## config.mk

```make
export PLATFORM = sky130hd
export DESIGN_NAME = otm_eval
export DESIGN_NICKNAME = d
export VERILOG_FILES = /design/src/design/otm_pkg.sv /design/src/design/otm_eval.sv
export SDC_FILE = /design/constraint.sdc
export NUM_CORES = 1
export LEC_CHECK = 0
export BUFFER_PORTS_ARGS = -buffer_cell sky130_fd_sc_hd__buf_2
export CAP_MARGIN = 30
export CORE_AREA = 2 2 243 245
export DETAILED_ROUTE_END_ITERATION = 12
export DIE_AREA = 0 0 245 247
export PLACE_DENSITY = 0.4
export SYNTH_ARGS = -nofsm -noshare
export SYNTH_HDL_FRONTEND = slang
export SYNTH_SLANG_ARGS = --single-unit
```

## constraint.sdc

```tcl
create_clock -name clk -period 14.05 [get_ports clk]
set_clock_uncertainty 0.15 [all_clocks]
set_input_delay 2.1075 -clock clk [delete_from_list [all_inputs] [get_ports clk]]
set_output_delay 2.1075 -clock clk [all_outputs]
set_load 0.02 [all_outputs]
```

## src/design/otm_pkg.sv

```systemverilog
`default_nettype none
package otm_pkg;

  localparam int OTM_COORD_BITS = 16;
  localparam int CFG_DATA_BITS  = 64;
  localparam int CFG_INDEX_BITS = 3;

  localparam logic [1:0] MODE_POINT  = 2'd0;
  localparam logic [1:0] MODE_REGION = 2'd1;
  localparam logic [1:0] MODE_DIMS   = 2'd2;

  localparam logic [CFG_INDEX_BITS-1:0] REG_MODE   = 3'd0;
  localparam logic [CFG_INDEX_BITS-1:0] REG_TARGET = 3'd1;
  localparam logic [CFG_INDEX_BITS-1:0] REG_C01    = 3'd2;
  localparam logic [CFG_INDEX_BITS-1:0] REG_C23    = 3'd3;
  localparam logic [CFG_INDEX_BITS-1:0] REG_SEL    = 3'd4;
  localparam logic [CFG_INDEX_BITS-1:0] REG_DTHR   = 3'd5;
  localparam logic [CFG_INDEX_BITS-1:0] REG_BTHR   = 3'd6;

  // orientation codes
  localparam logic [1:0] ORI_COL = 2'd0;
  localparam logic [1:0] ORI_POS = 2'd1;
  localparam logic [1:0] ORI_NEG = 2'd2;

  localparam logic [16:0] SAT_LIMIT = 17'h10000;

  typedef struct packed {
    logic [1:0]       mode;
    logic [15:0]      tx;
    logic [15:0]      ty;
    logic [15:0]      tz;
    logic [3:0][15:0] cx;
    logic [3:0][15:0] cy;
    logic [15:0]      sx;
    logic [15:0]      sy;
    logic [15:0]      sz;
    logic [15:0]      dthr;
    logic [15:0]      bthr;
  } cfg_t;

  typedef struct packed {
    logic [3:0]      onseg_p;
    logic [3:0]      onseg_far;
    logic [3:0][1:0] ycode;
    logic [3:0]      ray_on;
    logic            dims_ok;
  } geo_flags_t;

  typedef struct packed {
    logic [3:0] hit;
    logic [3:0] col;
    logic [3:0] onseg;
    logic       point_ok;
    logic       dims_ok;
  } eval_t;

  typedef struct packed {
    logic [7:0] index;
    logic       last;
  } tag_t;

endpackage
`default_nettype wire

```

## src/design/otm_eval.sv

```systemverilog
`default_nettype none
module otm_eval
  import otm_pkg::*;
#(
  parameter int COORD_BITS = OTM_COORD_BITS,
  localparam int CMAX = (COORD_BITS > 16) ? COORD_BITS : 16,
  localparam int MW = 2 * (CMAX + 3)
) (
  input  wire logic                 clk,
  input  wire logic                 en,
  input  wire logic [33:0]          sq [3],
  input  wire logic [31:0]          thr2,
  input  wire logic signed [MW-1:0] pa [4],
  input  wire logic signed [MW-1:0] pb [4],
  input  wire logic signed [MW-1:0] pc [4],
  input  geo_flags_t                flags,
  output eval_t                     ev
);

  logic [1:0] o1 [4], o2 [4], o3 [4], o4 [4];
  logic [34:0] sum;
  eval_t ev_next;

  function automatic logic [1:0] ori(input logic signed [MW-1:0] a,
                                     input logic signed [MW-1:0] b);
    if (a > b) return ORI_POS;
    else if (a < b) return ORI_NEG;
    else return ORI_COL;
  endfunction

  always_comb begin
    for (int i = 0; i < 4; i++) begin
      o1[i] = ori(pa[i], pb[i]);
      o2[i] = ori(pc[i], pb[i]);
      o3[i] = flags.ycode[i];
      o4[i] = flags.ycode[(i+1)%4];
      ev_next.hit[i] = (o1[i] != o2[i] && o3[i] != o4[i]) ||
                       (o1[i] == ORI_COL && flags.onseg_p[i]) ||
                       (o2[i] == ORI_COL && flags.onseg_far[i]) ||
                       (o3[i] == ORI_COL && flags.ray_on[i]) ||
                       (o4[i] == ORI_COL && flags.ray_on[(i+1)%4]);
      ev_next.col[i]   = (o1[i] == ORI_COL);
      ev_next.onseg[i] = flags.onseg_p[i];
    end
    sum = 35'(sq[0]) + 35'(sq[1]) + 35'(sq[2]);
    ev_next.point_ok = sum < 35'(thr2);
    ev_next.dims_ok  = flags.dims_ok;
  end

  always_ff @(posedge clk) begin
    if (en) ev <= ev_next;
  end

endmodule
`default_nettype wire

```

* Word-level counts from Yosys, hierarchy flattened *
Index checks and enable logic that the tools add are counted.

word-level totals
  register bits after elaboration = 14
  bits of input ports = 613
  output and inout bits = 14
  logic and storage cells = 92

operators by class
  add/sub/neg operators = 2
  $lt $le $gt $ge = 17
  eq/ne operators = 8
  mux-type cells = 16
  reductions and logical operators = 44

operator list
  operator           number
  $gt 38x38->1       8
  $lt 38x38->1       8
  $add 34x34->35     1
  $add 35x34->35     1
  $lt 35x32->1       1
  $mux 2             16
  $logic_not 2->1    12
  $logic_and 1x1->1  16
  $logic_or 1x1->1   16
  $ne 2x2->1         8

* Depth between registers and ports, before layout *
  depth in word-level cells = 9
  mapped depth = 22
  mapped depth without buffers = 22

* Worst setup path after synthesis *
No wires, ideal clock.

  path type = input to register
  start point = input port sq[5] in the netlist's numbering
  end point = register ev[1] in the netlist's numbering (data pin)
  library setup time = 0.132 ns
  data arrival time = 6.167 ns
  required time = 13.768 ns
  path slack = 7.601 ns
  cell stages on the path = 19
  path buffers = 0
  cell sequence = fa_1 -> ha_1 -> a21o_1 -> a31o_2 -> o21ai_0 -> nand3_1 -> o311ai_0 -> a21oi_1 -> a41oi_1 -> a21oi_1 -> xor2_1 -> ha_1 -> o21a_1 -> o21a_1 -> o21ai_0 -> a21oi_1 -> a2111o_1 -> nor4_1 -> o311a_1

RTL lines
  item                  line            source
  from (decl)           otm_eval.sv:11  input wire logic [33:0] sq [3],
  to (signal assigned)  otm_eval.sv:51  if (en) ev <= ev_next;
  to (decl)             otm_eval.sv:17  output eval_t ev

==> impl_metrics.tcl <==
set metrics [dict create \
    status "completed" \
    critical_path.max_stage_delay_ns 0.52 \
    grt_start_max_net_pins 15 \
    top_register "ev" \
    netlist-cell-type-count 70 \
    via_count_of_the_first_global_routing_pass 13226 \
    yosys_register_bits 14 \
    syn_avg_cell_area_um2 8.14 \
    finalNetCount 3012 \
    gr-usage-all-layers_pct 17.6 \
    core_mm2 0.0582 \
    final_count_of_hold_timing_violations 0 \
    dpl_cell_area_mm2 0.0152 \
    vdd_drop_max_mv 0.0267 \
    crit_required_ns 14.04 \
    timing_worst_setup_path_type "input pin to register" \
    fin_hold_ws_ns 1.86 \
    post-route-min-period_ns 7.21 \
    vias_per_instance 4.45 \
    io_buffers 626 \
    start_util_pct 19.1 \
    totalNegativeSetupSlack_ns 0 \
    fin_crit_share_pct 51.3 \
    synth-async-reset-ratio_pct 0 \
    clock_power_share_pct 9.0 \
    worstSetupEndpointType "register" \
    post_synth_inst_count 1367 \
    largest_register_ffs 14 \
    dr.pass1.iters 4 \
    initial_antenna_violation_count 37 \
    die_width_um 245 \
    setup_repair_after_global_routing_missed_its_margin "false" \
    leading_cell_type_in_the_layout_fill_and_taps_excluded "buf_2" \
    fp.dieArea_mm2 0.0605 \
    clockBufferDepth 2 \
    synth.net_count 2383 \
    max-cap-violations 0 \
    critPathLaunchType "input pin" \
    final_critical_path_setup_slack_ns 6.84 \
    worst_pin_slew_ns 0.693 \
    clock_pin_slew_of_the_registers_on_the_worst_case_setup_and_hold_paths_ns 0.08 \
    drtAntennaViolNets 0 \
    synth_enable_flop_cells 14 \
    cts-htree-levels 1 \
    stdcell_area_mm2 0.0154 \
    io_pins 627 \
    cts_tree "yes" \
    detailroute.via_count 12433 \
    finalSetupViolCount 0 \
    final_cell_mix "626 x buf_2, 368 x ha_1, 219 x inv_1, 137 x a21o_1, 122 x a21oi_1" \
    p_leak_uw 0.00898 \
    post_cts.repair.setup_buffers 0 \
    gp_congestion 0.950 \
    dp_slack_ns 6.63 \
    yosys_most_used_dff "edfxtp_1" \
    drt_wl_total_mm 55.0 \
    fin_total_pwr_uw 758 \
    post_cts_resized 0 \
    p_sw_share_pct 48.9 \
    drive_above_1_share_pct 32.3 \
    num_rows 89 \
    cts_made_buffers 3 \
    worstPathArrival_ns 7.20 \
    wire_per_inst_um 19.7 \
    achievable-frequency_ghz 0.139 \
    globalRoute.totalOverflow 0 \
    synth-seq-area-share_pct 3.78 \
    dp_hpwl_mm 52.5 \
    cts_hold_repair.buffers 0 \
    timing_max_transition_violations_final 0 \
    global_route_wire_length_before_repair_mm 79.0 \
    critical_path_peak_fanout 5 \
    p_sw_uw 370 \
    crit_path_cell_trace "buf_2 -> fa_1 -> ha_1 -> a21o_1 -> a31o_2 -> o21ai_0 -> nand3_1 -> o311ai_0 -> a21oi_1 -> a41oi_1 -> a21oi_1 -> xor2_1 -> ha_1 -> o21a_1 -> o21a_1 -> o21ai_0 -> nor3_1 -> a2111o_1 -> nor4_1 -> o311a_1" \
    comb_power_share_pct 84.0 \
    flow.area_growth_from_synthesis_pct 38.0 \
    timing.critical_path.slowest_stage_cell "o311ai_0" \
    mappedNetlistArea_mm2 0.0111 \
    power_per_cell_area_mw_per_mm2 49.3 \
    drt-initial-drc-count 305 \
    clock-sinks 14 \
    drcViolationCount 0 \
    largest_registers "ev x14" \
    synth.yosys.warnings 0 \
    die_height_um 247 \
    worst_hold_path_type "input pin to register" \
    slew_headroom_pct 53.4 \
    pwr-share-seq_pct 6.9 \
    internal-power_uw 388 \
    clockRootBuffer "clkbuf_16" \
]
## synth_stat cells (7+ instances only)
master	number	area, µm²
ha_1	368	4600
o21ai_0	44	220
inv_1	219	822
a221oi_1	7	61.3
nand4_1	67	419
a21oi_1	122	611
and4_1	8	70.1
o21a_1	10	75.1
nor2_1	51	191
fa_1	35	701
a211oi_1	8	60.1
xnor2_1	27	236
nor2b_1	12	75.1
nor4_1	9	56.3
and3_1	8	50.1
a21o_1	137	1030
nand2_1	50	188
edfxtp_1	14	420
xor2_1	14	123
nor3_1	20	100
nand3_1	32	160
a31oi_1	8	50.1
## cell families after synthesis
kind of cell,Yosys count,share of synthesized area (%)
compound gates,393,23.4
xor+xnor,41,3.23
fa+ha+maj,403,47.7
buf+inv,221,7.46
flops,14,3.78
mux,3,0.281
simple gates,292,14.2
## through the flow
stage / cells / util (%)
after detailed placement: 2764 / 26.1
after CTS: 2768 / 26.3
after floorplan: 1367 / -
final: 2793 / 26.4
after global placement: 2764 / 26.1
after global routing: 2786 / 26.3
## worst paths after layout
check,from,endpoint,depth (start not counted)
max,sq[5],ev[1]$_DFFE_PP_,20
min,flags[0],ev[0]$_DFFE_PP_,1
## cell type report
type	count	area, µm²
fillers	6527	42900
well taps	773	967
flip-flops and latches	14	420
multi-input cells	1132	9880
repair buffers	626	3130
inverters	219	822
clock inverters	1	3.75
diodes	25	62.6
clock buffers	3	75.1
## worst max-delay path, delay by kind of cell
family,cells,cell delay [ns]
buf+inv,1,0.11
simple gates,3,0.55
compound gates,12,3.12
xor+xnor,1,0.17
fa+ha+maj,3,1.14
## power groups by stage
stage | sequential, µW | combinational [µW] | clock, µW
3_3_place_gp | 53.5 | 638 | 0
5_1_grt | 53.0 | 732 | 73.6
4_1_cts | 52.7 | 648 | 74.5
3_5_place_dp | 53.5 | 643 | 0
2_1_floorplan | 59.1 | 399 | 0
6_report | 52.6 | 637 | 68.4
## per-layer routing
layer	global-route usage [%]	wire [µm]
met3	4.76	4140
met2	32.7	27800
met4	5.94	1370
met1	19.1	21500
met5	1.31	195
Note: power is estimated with default switching activity, not from simulation.
