`config.mk`:
```
export PLATFORM = sky130hd
export DESIGN_NAME = otm_diff
export DESIGN_NICKNAME = d
export VERILOG_FILES = /design/src/design/otm_pkg.sv /design/src/design/otm_diff.sv
export SDC_FILE = /design/constraint.sdc
export NUM_CORES = 2
export LEC_CHECK = 0
export BUFFER_PORTS_ARGS = -buffer_cell sky130_fd_sc_hd__buf_2
export CAP_MARGIN = 20
export CORE_ASPECT_RATIO = 0.5
export CORE_MARGIN = 1.5
export CORE_UTILIZATION = 50
export CTS_CLUSTER_DIAMETER = 100
export CTS_CLUSTER_SIZE = 20
export DETAILED_ROUTE_END_ITERATION = 10
export GPL_ROUTABILITY_DRIVEN = 0
export PLACE_DENSITY_LB_ADDON = 0.08
export REMOVE_ABC_BUFFERS = 1
export SLEW_MARGIN = 25
export SYNTH_ARGS = -nofsm -noshare
export SYNTH_HDL_FRONTEND = slang
export SYNTH_SLANG_ARGS = --single-unit
```
`constraint.sdc`:
```
create_clock -name clk -period 9.75 [get_ports clk]
set_clock_uncertainty 0.15 [all_clocks]
set_input_delay 1.95 -clock clk [delete_from_list [all_inputs] [get_ports clk]]
set_output_delay 1.95 -clock clk [all_outputs]
set_load 0.02 [all_outputs]
```
`src/design/otm_pkg.sv`:
```
`default_nettype none
package otm_pkg;

  localparam int OTM_COORD_BITS = 16;
  localparam int CFG_DATA_BITS  = 64;
  localparam int CFG_INDEX_BITS = 3;

  localparam logic [1:0] MODE_POINT  = 2'd0;
  localparam logic [1:0] MODE_REGION = 2'd1;
  localparam logic [1:0] MODE_DIMS   = 2'd2;

  localparam logic [CFG_INDEX_BITS-1:0] REG_MODE   = 3'd0;
  localparam logic [CFG_INDEX_BITS-1:0] REG_TARGET = 3'd1;
  localparam logic [CFG_INDEX_BITS-1:0] REG_C01    = 3'd2;
  localparam logic [CFG_INDEX_BITS-1:0] REG_C23    = 3'd3;
  localparam logic [CFG_INDEX_BITS-1:0] REG_SEL    = 3'd4;
  localparam logic [CFG_INDEX_BITS-1:0] REG_DTHR   = 3'd5;
  localparam logic [CFG_INDEX_BITS-1:0] REG_BTHR   = 3'd6;

  // orientation codes
  localparam logic [1:0] ORI_COL = 2'd0;
  localparam logic [1:0] ORI_POS = 2'd1;
  localparam logic [1:0] ORI_NEG = 2'd2;

  localparam logic [16:0] SAT_LIMIT = 17'h10000;

  typedef struct packed {
    logic [1:0]       mode;
    logic [15:0]      tx;
    logic [15:0]      ty;
    logic [15:0]      tz;
    logic [3:0][15:0] cx;
    logic [3:0][15:0] cy;
    logic [15:0]      sx;
    logic [15:0]      sy;
    logic [15:0]      sz;
    logic [15:0]      dthr;
    logic [15:0]      bthr;
  } cfg_t;

  typedef struct packed {
    logic [3:0]      onseg_p;
    logic [3:0]      onseg_far;
    logic [3:0][1:0] ycode;
    logic [3:0]      ray_on;
    logic            dims_ok;
  } geo_flags_t;

  typedef struct packed {
    logic [3:0] hit;
    logic [3:0] col;
    logic [3:0] onseg;
    logic       point_ok;
    logic       dims_ok;
  } eval_t;

  typedef struct packed {
    logic [7:0] index;
    logic       last;
  } tag_t;

endpackage
`default_nettype wire

```
`src/design/otm_diff.sv`:
```
`default_nettype none
module otm_diff
  import otm_pkg::*;
#(
  parameter int COORD_BITS = OTM_COORD_BITS,
  localparam int CMAX = (COORD_BITS > 16) ? COORD_BITS : 16,
  localparam int PW = CMAX + 2,
  localparam int DW = PW + 1
) (
  input  wire logic                         clk,
  input  wire logic                         en,
  input  cfg_t                              cfg,
  input  wire logic signed [COORD_BITS-1:0] pos_x,
  input  wire logic signed [COORD_BITS-1:0] pos_y,
  input  wire logic signed [COORD_BITS-1:0] pos_z,
  input  wire logic [15:0]                  dim_x,
  input  wire logic [15:0]                  dim_y,
  input  wire logic [15:0]                  dim_z,
  output logic [16:0]                       sq_mag [3],
  output logic signed [DW-1:0]              ex [4],
  output logic signed [DW-1:0]              ey [4],
  output logic signed [DW-1:0]              ax [4],
  output logic signed [DW-1:0]              fx [4],
  output logic signed [DW-1:0]              by [4],
  output geo_flags_t                        flags
);

  logic signed [PW-1:0] px, py, far_x;
  logic signed [PW-1:0] pe [3];
  logic signed [PW-1:0] te [3];
  logic signed [PW-1:0] cxe [4];
  logic signed [PW-1:0] cye [4];
  logic signed [DW-1:0] pd [3];
  logic [DW-1:0]        pm [3];
  logic [16:0]          sq_next [3];
  logic signed [DW-1:0] ex_next [4], ey_next [4], ax_next [4], fx_next [4], by_next [4];
  geo_flags_t           flags_next;

  function automatic logic close_dim(input logic [15:0] a, input logic [15:0] b,
                                     input logic [15:0] thr);
    logic [15:0] d;
    d = (a > b) ? a - b : b - a;
    return d < thr;
  endfunction

  always_comb begin
    px    = PW'(pos_x);
    py    = PW'(pos_y);
    far_x = {{(PW-COORD_BITS-1){1'b0}}, 1'b1, {COORD_BITS{1'b0}}};
    pe[0] = px;
    pe[1] = py;
    pe[2] = PW'(pos_z);
    te[0] = PW'($signed(cfg.tx));
    te[1] = PW'($signed(cfg.ty));
    te[2] = PW'($signed(cfg.tz));
    for (int k = 0; k < 3; k++) begin
      pd[k] = DW'(pe[k]) - DW'(te[k]);
      pm[k] = pd[k][DW-1] ? DW'(-pd[k]) : DW'(pd[k]);
      sq_next[k] = (pm[k] > DW'(SAT_LIMIT)) ? SAT_LIMIT : pm[k][16:0];
    end
    for (int k = 0; k < 4; k++) begin
      cxe[k] = PW'($signed(cfg.cx[k]));
      cye[k] = PW'($signed(cfg.cy[k]));
      if (cye[k] == py) flags_next.ycode[k] = ORI_COL;
      else if (cye[k] < py) flags_next.ycode[k] = ORI_POS;
      else flags_next.ycode[k] = ORI_NEG;
      flags_next.ray_on[k] = (cxe[k] >= px) && (cxe[k] <= far_x);
    end
    for (int i = 0; i < 4; i++) begin
      ex_next[i] = DW'(cxe[(i+1)%4]) - DW'(cxe[i]);
      ey_next[i] = DW'(cye[(i+1)%4]) - DW'(cye[i]);
      ax_next[i] = DW'(px) - DW'(cxe[(i+1)%4]);
      fx_next[i] = DW'(far_x) - DW'(cxe[(i+1)%4]);
      by_next[i] = DW'(py) - DW'(cye[(i+1)%4]);
      flags_next.onseg_p[i] = (px <= cxe[i] || px <= cxe[(i+1)%4]) &&
                              (px >= cxe[i] || px >= cxe[(i+1)%4]) &&
                              (py <= cye[i] || py <= cye[(i+1)%4]) &&
                              (py >= cye[i] || py >= cye[(i+1)%4]);
      flags_next.onseg_far[i] = (far_x <= cxe[i] || far_x <= cxe[(i+1)%4]) &&
                                (far_x >= cxe[i] || far_x >= cxe[(i+1)%4]) &&
                                (py <= cye[i] || py <= cye[(i+1)%4]) &&
                                (py >= cye[i] || py >= cye[(i+1)%4]);
    end
    // z first, then x,y straight or swapped
    flags_next.dims_ok = close_dim(dim_z, cfg.sz, cfg.bthr) &&
                         ((close_dim(dim_x, cfg.sx, cfg.bthr) &&
                           close_dim(dim_y, cfg.sy, cfg.bthr)) ||
                          (close_dim(dim_x, cfg.sy, cfg.bthr) &&
                           close_dim(dim_y, cfg.sx, cfg.bthr)));
  end

  always_ff @(posedge clk) begin
    if (en) begin
      sq_mag <= sq_next;
      ex     <= ex_next;
      ey     <= ey_next;
      ax     <= ax_next;
      fx     <= fx_next;
      by     <= by_next;
      flags  <= flags_next;
    end
  end

endmodule
`default_nettype wire

```
Yosys cells after proc, flatten, opt, wreduce, memory -nomap -nowiden
Index checks and enable logic that the tools add are counted.

Register bits: 452. Output and inout bits: 452.

Add/subtract/negate cells: 36. Order comparisons: 49. Equal/unequal tests: 4. Multiplexer cells: 12. Reductions and logical operators: 56.

Operators by type and width (count): 16-bit by 16-bit subtractor with 17-bit output (19); 16-bit greater-or-equal comparator (12); 16-bit subtractor (10); 16-bit < comparator (9); 16-bit less-or-equal comparator (8); 16-bit > comparator (5); 16-bit 2-to-1 mux (5); 18-bit by 16-bit subtractor with 19-bit output (first input constant) (4); 18-bit by 16-bit greater-or-equal comparator with 1-bit output (first input constant) (4); 16-bit by 18-bit less-or-equal comparator with 1-bit output (second input constant) (4); 18-bit by 16-bit less-or-equal comparator with 1-bit output (first input constant) (4); 16-bit == test (4); 19-bit by 17-bit > comparator with 1-bit output (second input constant) (3); 19-bit 2-to-1 mux (3); 17-bit negator with 19-bit output (3); 1-bit logical AND (31); 1-bit logical OR (25); 2-bit 2-to-1 mux (4).

Depth between registers and ports, before layout
Word-level depth: 6. Depth in mapped cells: 24. Mapped depth without buffers: 22.

Least setup slack after synthesis
No wires, ideal clock.

Path kind: input to register. From: in dim_x[0]. To: reg flags[0] (netlist bit), data pin. Library setup time: 148 ps. Arrival time: 6178 ps. Required time: 9452 ps. Slack: 3274 ps. Cell stages on the path: 23. Buffers on the path: 1. Path through: inv_1 ha_1 inv_1 fa_1 a21o_1 a21oi_1 o21ai_1 a2111oi_0 nor3_1 a41o_1 buf_1 mux2_2 ha_1 a21boi_0 o21a_1 o21a_1 o21a_1 o21a_1 o21a_1 o21a_1 a2111oi_0 o21ai_0 a2bb2oi_1.

RTL lines: from (decl) (line otm_diff.sv:16) `input wire logic [15:0] dim_x,`; to (signal assigned) (line otm_diff.sv:100) `flags <= flags_next;`; to (decl) (line otm_diff.sv:25) `output geo_flags_t flags`.

==> results.txt <==
The run finished with clean final reports. The initial core utilization is 50.67%. The die boundary width came out at 394.0 µm.

At the worst endpoint, the arrival time is 7330 ps. The minimum period implied by the final worst setup slack came out at 7040 ps. The reported leakage power came out at 20.32 nW. STA classifies the critical path endpoint as a flop. The synthesized design contains 408 register bits. The number of detailed-routing iterations run before antenna repair is 9.

The synthesized netlist contains 86 unique library cells. The worst hold path belongs to the class in -> reg. TritonCTS built the clock tree. The buffer levels on the longest clock path is 3.

OpenSTA, run right after detailed placement, puts the worst setup slack at 2191 ps. The proportion of synthesized chip area in sequential cells came out at 32.06%. The relative slew slack is 26.74%. The setup path with the least slack is of type in -> reg.

The fraction of the cycle the final worst path needs came out at 72.21%. The slowest stage of the critical path is the sky130_fd_sc_hd__a2111oi_0 cell. The maximum number of pins on one net before global-route repair is 131. The fraction of registers with async set or reset after synthesis is 0%. The total clock sinks is 408.

The floorplan die area came out at 0.07820 mm². Cells with a size suffix above 1 make up 17.64% of the layout. The number of H-tree branching levels came out at 1.

The peak supply drop is 138.7 µV. The total of hold buffers inserted after clock tree synthesis is 0. The DRC marker count from the first detailed-route iteration came out at 2209. The total global routing track utilization came out at 29.73%.

The instance count on the critical path is 22. The total power density per cell area is 142.3 mW/mm². The overflow left after global routing is 0. In the final timing run, aggregate negative setup slack is 0 ps. STA classifies the critical path startpoint as an input port. For this run, design rule violations remaining after detail routing come to 0. Wires add up to 122400 µm.

The achievable clock frequency came out at 0.1420 GHz. Buffers placed on the I/O ports in this run total 777. The number of enable flip-flop cells after synthesis came out at 408.

Leaving out fill and tap cells, the most frequent cells in the layout are sky130_fd_sc_hd__buf_2 (776), sky130_fd_sc_hd__ha_1 (549), sky130_fd_sc_hd__inv_1 (456). The top flip-flop cell by instance count after synthesis is sky130_fd_sc_hd__edfxtp_1. After detailed routing, the average wire length per cell comes to 20.66 µm. The initialized floorplan defines 71 standard-cell rows.

The I/O pin count came out at 808. The actual slew at the worst max-slew pin came out at 1085 ps. The most common library cell in the layout ignoring fill and taps is sky130_fd_sc_hd__buf_2. The number of gates resized after CTS came out at 0. The initial antenna violation count came out at 22. The signal on the critical path passes through buf_2 > inv_1 > fa_1 > a21o_1 > a21oi_1 > o21ai_1 > a2111oi_0 > nor3_1 > a41o_1 > buf_4 > mux2_2 > ha_1 > a21boi_0 > o21a_1 > o21a_1 > o21a_1 > o21a_1 > o21a_1 > o21a_1 > a2111oi_0 > o21ai_0 > a2bb2oi_1.

Setup repair after global routing left no endpoint under its margin. Of all nets on the critical path, the largest fanout is 23. The tightest hold margin is 1512 ps. The worst hold path begins at cfg[176]. The first global-routing pass estimated 180500 µm of wire. The detailed router placed 33800 vias in this run. The synthesized area per cell is 9.162 µm². In this design, the largest share of critical-path delay is due to compound AO/OA/AOI/OAI gates. The cell area that synthesis handed to floorplanning was 0.03822 mm². For the worst setup path, the data required time is 10040 ps. The remaining antenna violation count after routing is 0. The clock root buffer is sky130_fd_sc_hd__clkbuf_16. The most numerous cell type found on the critical path is sky130_fd_sc_hd__o21a_1. The number of buffers added for setup after CTS is 0.

The gate count of the mapped netlist is 4171. The final HPWL from detailed placement is 101900 µm. Summing all placed instances gives a cell area of 0.04292 mm². The number of max-slew violations in the final report is 0.

The number of vias per cell is 5.705. The clock transition at the register clock pins on the worst setup and hold paths after CTS is 100 ps. The number of endpoints failing setup at the final stage came out at 0. The launch point of the worst path is cfg[49]. The highest cell delay on the worst timing path came out at 650 ps. The final instance area is 0.04363 mm². The number of max-cap violations came out at 0. The hold violation count in the final report came out at 0. The critical path ends at flags[0]. Setup slack closes at 2710 ps. The floorplan core area came out at 0.07542 mm². The layout-stage area growth over the synthesis result came out at 14.16%. The number of buffer and inverter stages on the critical path came out at 3.

The total CTS buffers came out at 24. The number of nets in the final layout is 5815. The synthesis warning total came out at 0. The via count of the first global-routing pass is 32190. The die is 198.5 µm tall.
==> metal layers <==
layer | vias to the layer above | global-route usage (%) | wire length [µm]
met5 | - | 0 | 0
met4 | 0 | 15.96 | 7305
met3 | 285 | 2.163 | 5424
met2 | 1159 | 56.06 | 62780
met1 | 15930 | 33.75 | 46890
li1 | 16420 | - | -
==> logic make-up after synthesis <==
logic type	count (synthesis)	share of synthesized area, %
xor+xnor	361	8.273
fa+ha+maj	578	19.49
compound gates	1035	17.70
other cells	1	0.009812
mux	52	1.408
buf+inv	568	6.050
flops	408	32.06
simple gates	1168	15.01
==> layout make-up <==
type,count,area (µm²)
Timing Repair Buffer,785,3984
Fill cell,6854,31790
Inverter,456,1712
Sequential cell,408,12250
Multi-Input combinational cell,3206,23720
Clock inverter,2,32.53
Tap cell,1022,1279
Clock buffer,24,600.6
Antenna cell,21,52.55
==> state kept, by name (all words and copies together), names as in the netlist <==
register	count
ax	68
by	68
ex	68
ey	68
fx	68
sq_mag	51
flags	17
==> per-stage QoR <==
stage	total power, mW	util [%]	instances
6_report	6.209	57.85	5924
4_1_cts	6.214	57.74	5902
3_3_place_gp	5.117	56.90	5876
2_1_floorplan	4.252	-	4070
3_5_place_dp	5.170	56.90	5876
5_1_grt	6.549	57.84	5923
==> cell usage after synthesis (all sizes together), types with 15 or more instances <==
cell	count	area (µm²)
ha	549	6869
inv	456	1712
edfxtp	408	12250
nor2	355	1333
a21oi	282	1411
xnor2	270	2365
nand2	217	814.5
o21ai	216	1081
a21o	118	885.9
nor3	118	595.6
nand3	102	510.5
nor2b	91	569.3
xor2	91	797.0
buf	58	397.9
nand4	56	350.3
clkbuf	54	202.7
o21a	53	397.9
a21boi	51	382.9
nand2b	50	312.8
a211oi	38	307.8
mux2i	38	380.4
a31oi	35	225.2
and3	35	219.0
o21bai	31	232.7
or3	30	192.7
fa	29	580.6
o211ai	29	217.7
nor4	26	175.2
o31ai	19	147.6
or2	19	118.9
o2111ai	15	131.4
==> report_power, final <==
part           internal (mW)  leakage (nW)  switching [mW]
Clock                  0.444         0.310           0.604
Sequential              2.28          3.99          0.0919
Combinational           1.04          16.0            1.75
Total                   3.76          20.3            2.44
==> how the worst min path moves through the flow <==
stage / to / cells past startpoint
floorplan: fx[0] / 0
CTS: fx[38] / 1
finish: fx[38] / 1
detailed placement: fx[38] / 1
global route: fx[38] / 1
global placement: fx[38] / 1
No activity file was read; power rests on OpenSTA's default activity.
