## src/design/otm_pkg.sv

```systemverilog
`default_nettype none
package otm_pkg;

  localparam int OTM_COORD_BITS = 16;
  localparam int CFG_DATA_BITS  = 64;
  localparam int CFG_INDEX_BITS = 3;

  localparam logic [1:0] MODE_POINT  = 2'd0;
  localparam logic [1:0] MODE_REGION = 2'd1;
  localparam logic [1:0] MODE_DIMS   = 2'd2;

  localparam logic [CFG_INDEX_BITS-1:0] REG_MODE   = 3'd0;
  localparam logic [CFG_INDEX_BITS-1:0] REG_TARGET = 3'd1;
  localparam logic [CFG_INDEX_BITS-1:0] REG_C01    = 3'd2;
  localparam logic [CFG_INDEX_BITS-1:0] REG_C23    = 3'd3;
  localparam logic [CFG_INDEX_BITS-1:0] REG_SEL    = 3'd4;
  localparam logic [CFG_INDEX_BITS-1:0] REG_DTHR   = 3'd5;
  localparam logic [CFG_INDEX_BITS-1:0] REG_BTHR   = 3'd6;

  // orientation codes
  localparam logic [1:0] ORI_COL = 2'd0;
  localparam logic [1:0] ORI_POS = 2'd1;
  localparam logic [1:0] ORI_NEG = 2'd2;

  localparam logic [16:0] SAT_LIMIT = 17'h10000;

  typedef struct packed {
    logic [1:0]       mode;
    logic [15:0]      tx;
    logic [15:0]      ty;
    logic [15:0]      tz;
    logic [3:0][15:0] cx;
    logic [3:0][15:0] cy;
    logic [15:0]      sx;
    logic [15:0]      sy;
    logic [15:0]      sz;
    logic [15:0]      dthr;
    logic [15:0]      bthr;
  } cfg_t;

  typedef struct packed {
    logic [3:0]      onseg_p;
    logic [3:0]      onseg_far;
    logic [3:0][1:0] ycode;
    logic [3:0]      ray_on;
    logic            dims_ok;
  } geo_flags_t;

  typedef struct packed {
    logic [3:0] hit;
    logic [3:0] col;
    logic [3:0] onseg;
    logic       point_ok;
    logic       dims_ok;
  } eval_t;

  typedef struct packed {
    logic [7:0] index;
    logic       last;
  } tag_t;

endpackage
`default_nettype wire

```

## src/design/otm_regs.sv

```systemverilog
`default_nettype none
module otm_regs
  import otm_pkg::*;
(
  input  wire logic                      clk,
  input  wire logic                      rst,
  input  wire logic                      cfg_write,
  input  wire logic [CFG_INDEX_BITS-1:0] cfg_index,
  input  wire logic [CFG_DATA_BITS-1:0]  cfg_data,
  output cfg_t                           cfg
);

  always_ff @(posedge clk) begin
    if (rst) begin
      cfg <= '0;
    end else if (cfg_write) begin
      unique case (cfg_index)
        REG_MODE:   cfg.mode <= cfg_data[1:0];
        REG_TARGET: begin
          cfg.tx <= cfg_data[15:0];
          cfg.ty <= cfg_data[31:16];
          cfg.tz <= cfg_data[47:32];
        end
        REG_C01: begin
          cfg.cx[0] <= cfg_data[15:0];
          cfg.cy[0] <= cfg_data[31:16];
          cfg.cx[1] <= cfg_data[47:32];
          cfg.cy[1] <= cfg_data[63:48];
        end
        REG_C23: begin
          cfg.cx[2] <= cfg_data[15:0];
          cfg.cy[2] <= cfg_data[31:16];
          cfg.cx[3] <= cfg_data[47:32];
          cfg.cy[3] <= cfg_data[63:48];
        end
        REG_SEL: begin
          cfg.sx <= cfg_data[15:0];
          cfg.sy <= cfg_data[31:16];
          cfg.sz <= cfg_data[47:32];
        end
        REG_DTHR:   cfg.dthr <= cfg_data[15:0];
        REG_BTHR:   cfg.bthr <= cfg_data[15:0];
        default: ;
      endcase
    end
  end

endmodule
`default_nettype wire

```

## config.mk

```make
export PLATFORM = sky130hd
export DESIGN_NAME = otm_regs
export DESIGN_NICKNAME = d
export VERILOG_FILES = /design/src/design/otm_pkg.sv /design/src/design/otm_regs.sv
export SDC_FILE = /design/constraint.sdc
export NUM_CORES = 1
export LEC_CHECK = 0
export ABC_AREA = 1
export BUFFER_PORTS_ARGS = -buffer_cell sky130_fd_sc_hd__buf_2
export CORE_UTILIZATION = 46
export DETAILED_ROUTE_END_ITERATION = 10
export GPL_TIMING_DRIVEN = 0
export PLACE_DENSITY_LB_ADDON = 0.05
export SKIP_LAST_GASP = 1
export SLEW_MARGIN = 20
export SYNTH_ARGS = -nofsm -noshare
export SYNTH_HDL_FRONTEND = slang
export SYNTH_SLANG_ARGS = --single-unit
```

## constraint.sdc

```tcl
create_clock -name clk -period 1.21 [get_ports clk]
set_input_delay 0.363 -clock clk [delete_from_list [all_inputs] [get_ports clk]]
set_output_delay 0.363 -clock clk [all_outputs]
set_load 0.005 [all_outputs]
```

; Word level (Yosys, flattened, before mapping)
; Cells that the tools add are included.
[word_totals]
ff_bits = 258
input_bits = 70
output_inout_bits = 258
wordCells = 31
[op_classes]
n_eq_ne = 6
reduce_logical = 8
[op_table]
columns = operator, n
row1 = $reduce_and 2->1, 7
row2 = $eq 3x3->1 const B, 3
row3 = $eq 3x2->1 const B, 2
row4 = $eq 3x1->1 const B, 1
row5 = $logic_not 3->1, 1

; Logic depth before layout (Yosys ltp)
; Gate-level depths: netlist of the first run.
[logic_depth]
word_depth = 2
depth_mapped = 7
mapped_depth_nobuf = 5

; Worst setup path after synthesis of the first run
; OpenSTA, ideal clock, no wires.
[synth_timing]
path_type = in2reg
startpoint = in cfg_write
endpoint = reg cfg[145] in the netlist's numbering
setup_time_ns = 0.113
arrival_ns = 1.102
required_time_ns = 1.097
setup_slack_ns = -0.005
path_stages = 7
path_cell_list = inv_2 nor2_2 buf_2 buf_2 nand3_1 nand2_1 nor2_1
[synth_between]
elab_chain_cells = 1
[synth_lines]
columns = element, line_no
row1 = start: declaration, otm_regs.sv:7  ; input wire logic cfg_write,
row2 = $reduce_and 2->1 (no source line), --
row3 = end: declaration, otm_regs.sv:10  ; output cfg_t cfg
; No other way between the ends.
; A chain may end at the register's enable or synchronous reset.

; Worst setup path in the final report of the first run
[layout_timing]
startpoint = reg cfg[245] in the netlist's numbering
endpoint = out cfg[245] in the netlist's numbering
; No word-level cell between the ends.

==> results of run 1 <==
==> stage by stage <==
stage	total power (uW)	hold slack, ns	instance area, um2
6_report	19000	0.159	14400
2_1_floorplan	10300	0.479	10200
5_1_grt	19700	0.180	14400
3_5_place_dp	11100	0.466	12200
4_1_cts	18900	0.154	13800
3_3_place_gp	11100	0.459	12200
==> cell type report <==
type / instances / share of cell area (%)
Sequential cell: 258 / 38.2
Multi-Input combinational cell: 1049 / 30.0
Timing Repair Buffer: 341 / 18.3
Clock buffer: 39 / 5.44
Buffer: 104 / 3.52
Tap cell: 280 / 2.44
Inverter: 71 / 1.86
Clock inverter: 4 / 0.139
Antenna cell: 3 / 0.0523
==> power by group <==
part,total (uW),switching (uW),internal [uW]
registers,9050,200,8850
logic,2220,1310,907
clock network,7780,3370,4410
total,19000,4880,14200
==> worst max path at each step <==
stage                         from  slack, ns        to
after global routing        cfg[2]      -0.18    cfg[2]
after detailed placement       rst      -0.74  cfg[179]
final                     cfg[245]      -0.15  cfg[245]
after CTS                  cfg[45]      -0.16   cfg[45]
after floorplan                rst       0.01  cfg[220]
after global placement         rst      -0.72  cfg[204]
==> placed cells by master (no fill, tap or decap), drive strengths merged <==
master / instances
inv: 70
clkbuf: 85
diode: 3
nor2: 527
nand2: 264
nand3: 258
clkinv: 5
dfxtp: 258
buf: 399
==> per-layer routing <==
metal	vias up	part of all wire, %	global-route usage (%)
met1	4946	42	38.6
met3	65	8.7	6.42
met4	4	2.4	8.55
met2	403	47	48.4
met5	-	0.066	0
li1	5327	-	-
==> cell families after synthesis <==
logic type | after synthesis | synth area share (%)
buf+inv | 175 | 7.27
flops | 258 | 50.7
simple gates | 1049 | 42.1
==> repair_timing <==
item,in CTS,in global routing
gates resized for setup,331,110
hold buffers,0,0
setup endpoints to repair,471,430
pin swaps,0,1
gates cloned,0,0
buffers inserted,7,7
==> flow_summary_export.csv, run 1 <==
group,metric,value,unit
run_status,status,"complete, but fails checks",
run_status,failed_checks,"setup timing",
detailed_routing,drc_errors,0,
hold_path,worst_hold_path_type,"input port to register",
clock_tree,numClockSinks,258,
final_layout,seq_area,5490,um2
final_layout,final_cells,2149,
timing,rsz0062_at_grt,"true",
final_layout,post-route-util,66.0,%
logic_synthesis,yosysMostFrequentCell,"nor2_1",
timing,finalClockSkew,0,ns
logic_synthesis,ys_top_cells_by_count,"nor2_1, nand2_1, dfxtp_1, nand3_1, inv_1",
global_route,grt_max_degree,14,
logic_synthesis,synth_area_leaders,"dfxtp_1, nor2_1, nand3_1, nand2_1, buf_2",
detailed_routing,wl_per_cell,16.2,um
setup_path,reg2reg_from,"cfg[124]",
setup_path,rrSetupSlack,0.50,ns
setup_path,cp_top_family,"flip-flops",
timing,final_hold_viol_count,0,
setup_path,r2r_end,"cfg[124]",
detailed_routing,final_antenna_net_count,0,
clock_tree,h-tree-depth,1,
setup_path,worstSetupStartpointType,"register",
die,die_h,151,um
clock_tree,root_buffer,"clkbuf_16",
setup_path,worst_setup_path_end_kind,"output pin",
setup_path,cp_cell_sequence,"buf_2",
setup_path,cp.depth,1,
timing,worstMarginPinSlew,0.493,ns
detailed_routing,drt_first_pass_iters,5,
global_route,grt_pass1_wl,51500,um
setup_path,crit_required,0.85,ns
logic_synthesis,syn_area,10200,um2
final_layout,nFillCells,2015,
logic_synthesis,synthArstFlopShare,0,%
die,io_pins,328,
die,initial_core_util,46.9,%
logic_synthesis,avgSynthCellArea,6.88,um2
placed_design,place_hpwl,24500,um
hold_path,min_path_cells,5,
timing,slew_headroom,67.1,%
timing,clock.fmax,734,MHz
timing,fin_crit_sh,113,%
logic_synthesis,netlist_instances,1482,
setup_path,cp_max_fo,2,
detailed_routing,drtIter0Drc,587,
final_layout,top_register,"cfg",
final_layout,largest_reg_flops,258,
die,placementRows,54,
setup_path,worstRegToRegCells,3,
placed_design,gp_congestion,0.863,
logic_synthesis,synth_top_area_share,50.7,%
die,die_x,151,um
detailed_routing,vias,10700,
logic_synthesis,yosys_warnings,0,
final_layout,syn2layout_area_growth,40.8,%
final_layout,multi_input_area,4310,um2
clock_tree,cts_made_buffers,27,
logic_synthesis,ys.flop_type,"dfxtp_1",
global_route,grt_use_total,29.4,%
logic_synthesis,synth_fp_nets,1552,
global_route,first_global_vias,9406,
final_layout,top_regs,"cfg (258)",
clock_tree,cts_tree,"done",
die,core,21800,um2
timing,finalMaxSlewViolations,0,
die,die-area,22800,um2
power_and_ir_drop,power.leakage,0.00701,uW
clock_tree,insertion_delay,0.53,ns
timing,finalSetupViolCount,258,
placed_design,placed_cells,2089,
placed_design,place_ws,-0.740,ns
clock_tree,path_clk_slew,0.06,ns
global_route,gr-total-overflow,0,
timing,fin_setup_tns,-31.60,ns
setup_path,worstPathArrival,1.00,ns
global_route,antenna_found_initial,4,
clock_tree,cts_max_path_buffers,3,
setup_path,crit_buf_inv,1,
setup_path,crit_path_top_delay_cell,"dfxtp_2",
power_and_ir_drop,ir_drop,1080,uV
timing,period_minus_slack,1.36,ns
hold_path,min_from,"cfg_data[62]",
setup_path,cpPeakStageDelay,0.35,ns
job,maxCapViolCount,0,
placed_design,io_buffers,327,
timing,setup_ws,-0.153,ns
logic_synthesis,yosysTopAreaCell,"dfxtp_1",
logic_synthesis,synth-seq-cells,258,
final_layout,drive_above_1_share,38.7,%
hold_path,hold_path_end,"cfg[142]",
detailed_routing,wirelength,34900,um
detailed_routing,viasPerCell,5.00,
power_and_ir_drop,p_per_area,1330,nW/um2
logic_synthesis,synth_edf_count,0,
final_layout,nNetsFinal,1922,
logic_synthesis,synth_cell_types,13,
setup_path,worstSetupPathType,"register to output pin",
logic_synthesis,yosysSeqAreaShare,50.7,%
Power figures use the tool's default switching activity.
==> run 2: changes to the inputs <==
--- a/config.mk
+++ b/config.mk
@@ -7,7 +7,9 @@
 export LEC_CHECK = 0
 export ABC_AREA = 1
 export BUFFER_PORTS_ARGS = -buffer_cell sky130_fd_sc_hd__buf_2
-export CORE_UTILIZATION = 46
+export CELL_PAD_IN_SITES_DETAIL_PLACEMENT = 1
+export CELL_PAD_IN_SITES_GLOBAL_PLACEMENT = 1
+export CORE_UTILIZATION = 32
 export DETAILED_ROUTE_END_ITERATION = 10
 export GPL_TIMING_DRIVEN = 0
 export PLACE_DENSITY_LB_ADDON = 0.05
==> run 2 against run 1 <==
Critical endpoint is now cfg[2]; design area grew 3.1%; count of clock-buffer cells in the layout grew 5; power grew 8.5%; highest routed layer is now met4; combinational power grew 5%; worst setup slack lost 0.039 ns; clock power grew 20%; the run still ends with setup timing left.
==> flow_summary_export.csv, run 2 (synthesis results as in run 1) <==
group,metric,value,unit
run_status,status,"complete, but fails checks",
run_status,failed_checks,"setup timing",
final_layout,drive_above_1_share,40.6,%
global_route,antenna_found_initial,1,
global_route,grt_pass1_wl,62400,um
clock_tree,path_clk_slew,0.06,ns
clock_tree,root_buffer,"clkbuf_16",
setup_path,worst_setup_path_end_kind,"output pin",
timing,worstMarginPinSlew,0.555,ns
clock_tree,numClockSinks,258,
final_layout,nFillCells,3968,
detailed_routing,drt_first_pass_iters,4,
setup_path,worstSetupStartpointType,"register",
clock_tree,cts.hold.buffers_added,0,
final_layout,final_cell_mix,"nor2_1, nand2_1, nand3_1, dfxtp_2, buf_2",
clock_tree,h-tree-depth,1,
detailed_routing,drtIter0Drc,501,
die,die_x,180,um
power_and_ir_drop,ir_drop,895,uV
global_route,grt_use_total,24.6,%
die,initial_core_util,32.9,%
setup_path,cp_cell_sequence,"buf_2",
setup_path,worstSetupPathType,"register to output pin",
power_and_ir_drop,p_switching,5360,uW
clock_tree,cts_made_buffers,30,
timing,setup_ws,-0.191,ns
timing,fin_crit_sh,116,%
die,placementRows,64,
detailed_routing,vias,10800,
placed_design,io_buffers,327,
hold_path,worst_hold_path_type,"input port to register",
detailed_routing,final_antenna_net_count,0,
clock_tree,insertion_delay,0.55,ns
timing,rsz0062_at_grt,"true",
power_and_ir_drop,switching_share,25.9,%
die,io_pins,328,
timing,finalSetupViolCount,258,
power_and_ir_drop,power_frac_seq,43.8,%
power_and_ir_drop,p_per_area,1400,nW/um2
final_layout,largest_reg_flops,258,
setup_path,worstPathArrival,1.04,ns
final_layout,top_regs,"cfg (258)",
timing,slew_headroom,63.0,%
setup_path,crit_buf_inv,1,
power_and_ir_drop,clockPowerShare,45.0,%
setup_path,cp_top_family,"flip-flops",
die,die_h,180,um
timing,finalMaxSlewViolations,0,
detailed_routing,wl_per_cell,18.0,um
setup_path,cp_max_fo,2,
detailed_routing,wirelength,41200,um
final_layout,final_common_cell,"nor2_1",
setup_path,crit_required,0.85,ns
final_layout,syn2layout_area_growth,45.2,%
power_and_ir_drop,p_comb_share,11.2,%
power_and_ir_drop,p_int,15300,uW
setup_path,cpPeakStageDelay,0.36,ns
detailed_routing,viasPerCell,4.73,
die,die-area,32600,um2
detailed_routing,drc_errors,0,
placed_design,place_ws,-0.929,ns
timing,final_hold_viol_count,0,
global_route,first_global_vias,10700,
clock_tree,cts_max_path_buffers,3,
job,maxCapViolCount,0,
placed_design,place_hpwl,30000,um
timing,period_minus_slack,1.40,ns
final_layout,top_register,"cfg",
final_layout,multi_input_area,4310,um2
final_layout,seq_area,5490,um2
timing,timing.hold.ws,0.153,ns
global_route,gr-total-overflow,0,
final_layout,nNetsFinal,1938,
power_and_ir_drop,power.leakage,0.00724,uW
timing,finalClockSkew,0,ns
setup_path,crit_path_top_delay_cell,"dfxtp_2",
global_route,grt_max_degree,15,
placed_design,gp_congestion,0.825,
die,core,31000,um2
timing,clock.fmax,714,MHz
clock_tree,cts_tree,"done",
-- run 2: cell count changes in the layout (fill, tap and decap cells not counted), moves of 2 or more --
| cell | before | now |
|---|---|---|
| clkinv_2 | 4 | 10 |
| buf_12 | 0 | 2 |
| clkbuf_1 | 34 | 16 |
| diode_2 | 3 | 1 |
| buf_2 | 232 | 243 |
| buf_4 | 21 | 32 |
| clkbuf_2 | 18 | 33 |
| clkbuf_8 | 6 | 11 |
| buf_6 | 143 | 132 |
| clkbuf_16 | 27 | 31 |
-- run 2: cell type report --
type,instances,share of cell area (%)
well taps,396,3.35
plain buffers,104,3.54
multi-input cells,1049,29.1
repair buffers,354,18.1
clock buffers,44,6.32
flip-flops and latches,258,37.1
clock inverters,12,0.600
diodes,1,0.0169
inverters,71,1.80
-- run 2: power groups by stage --
stage                     Combinational (uW)  Clock [uW]  Sequential [uW]
after floorplan                         1110           0             9150
after global placement                  2040           0             9130
after detailed placement                2070           0             9140
after CTS                               2240        9430             9030
after global routing                    2560        9840             9080
final                                   2320        9310             9050
-- run 2: routing by layer --
| layer | vias to the layer above | wire (um) | track usage, % |
|---|---|---|---|
| li1 | 5358 | - | - |
| met1 | 5135 | 18200 | 30.7 |
| met2 | 275 | 19400 | 42.4 |
| met3 | 52 | 2790 | 6.37 |
| met4 | 0 | 741 | 5.57 |
| met5 | - | 0 | 0 |
-- run 2: path summary, 6_finish.rpt --
path                startpoint  slack (ns)  endpoint  depth (start not counted)
hold / removal    cfg_data[60]        0.15  cfg[108]                          5
setup / recovery        cfg[2]       -0.19    cfg[2]                          1
setup reg to reg      cfg[137]        0.37  cfg[137]                          4
hold reg to reg       cfg[229]        0.47  cfg[229]                          2
-- run 2: metrics by stage --
step | power [uW] | TNS [ns] | cell area [um2] | utilization [%] | cells
final | 20700 | -35.94 | 14800 | 47.7 | 2289
after detailed placement | 11200 | -189.00 | 12300 | 39.8 | 2205
after CTS | 20700 | -41.86 | 14400 | 46.5 | 2274
after global routing | 21500 | -44.45 | 14800 | 47.7 | 2289
after global placement | 11200 | -182.48 | 12300 | 39.8 | 2205
after floorplan | 10300 | 0 | 10200 | - | 1482
-- run 2: what timing repair did --
action	in CTS	in global routing
pin swaps	0	2
gates resized for setup	370	85
buffers inserted	13	14
endpoints found under the setup margin	477	426
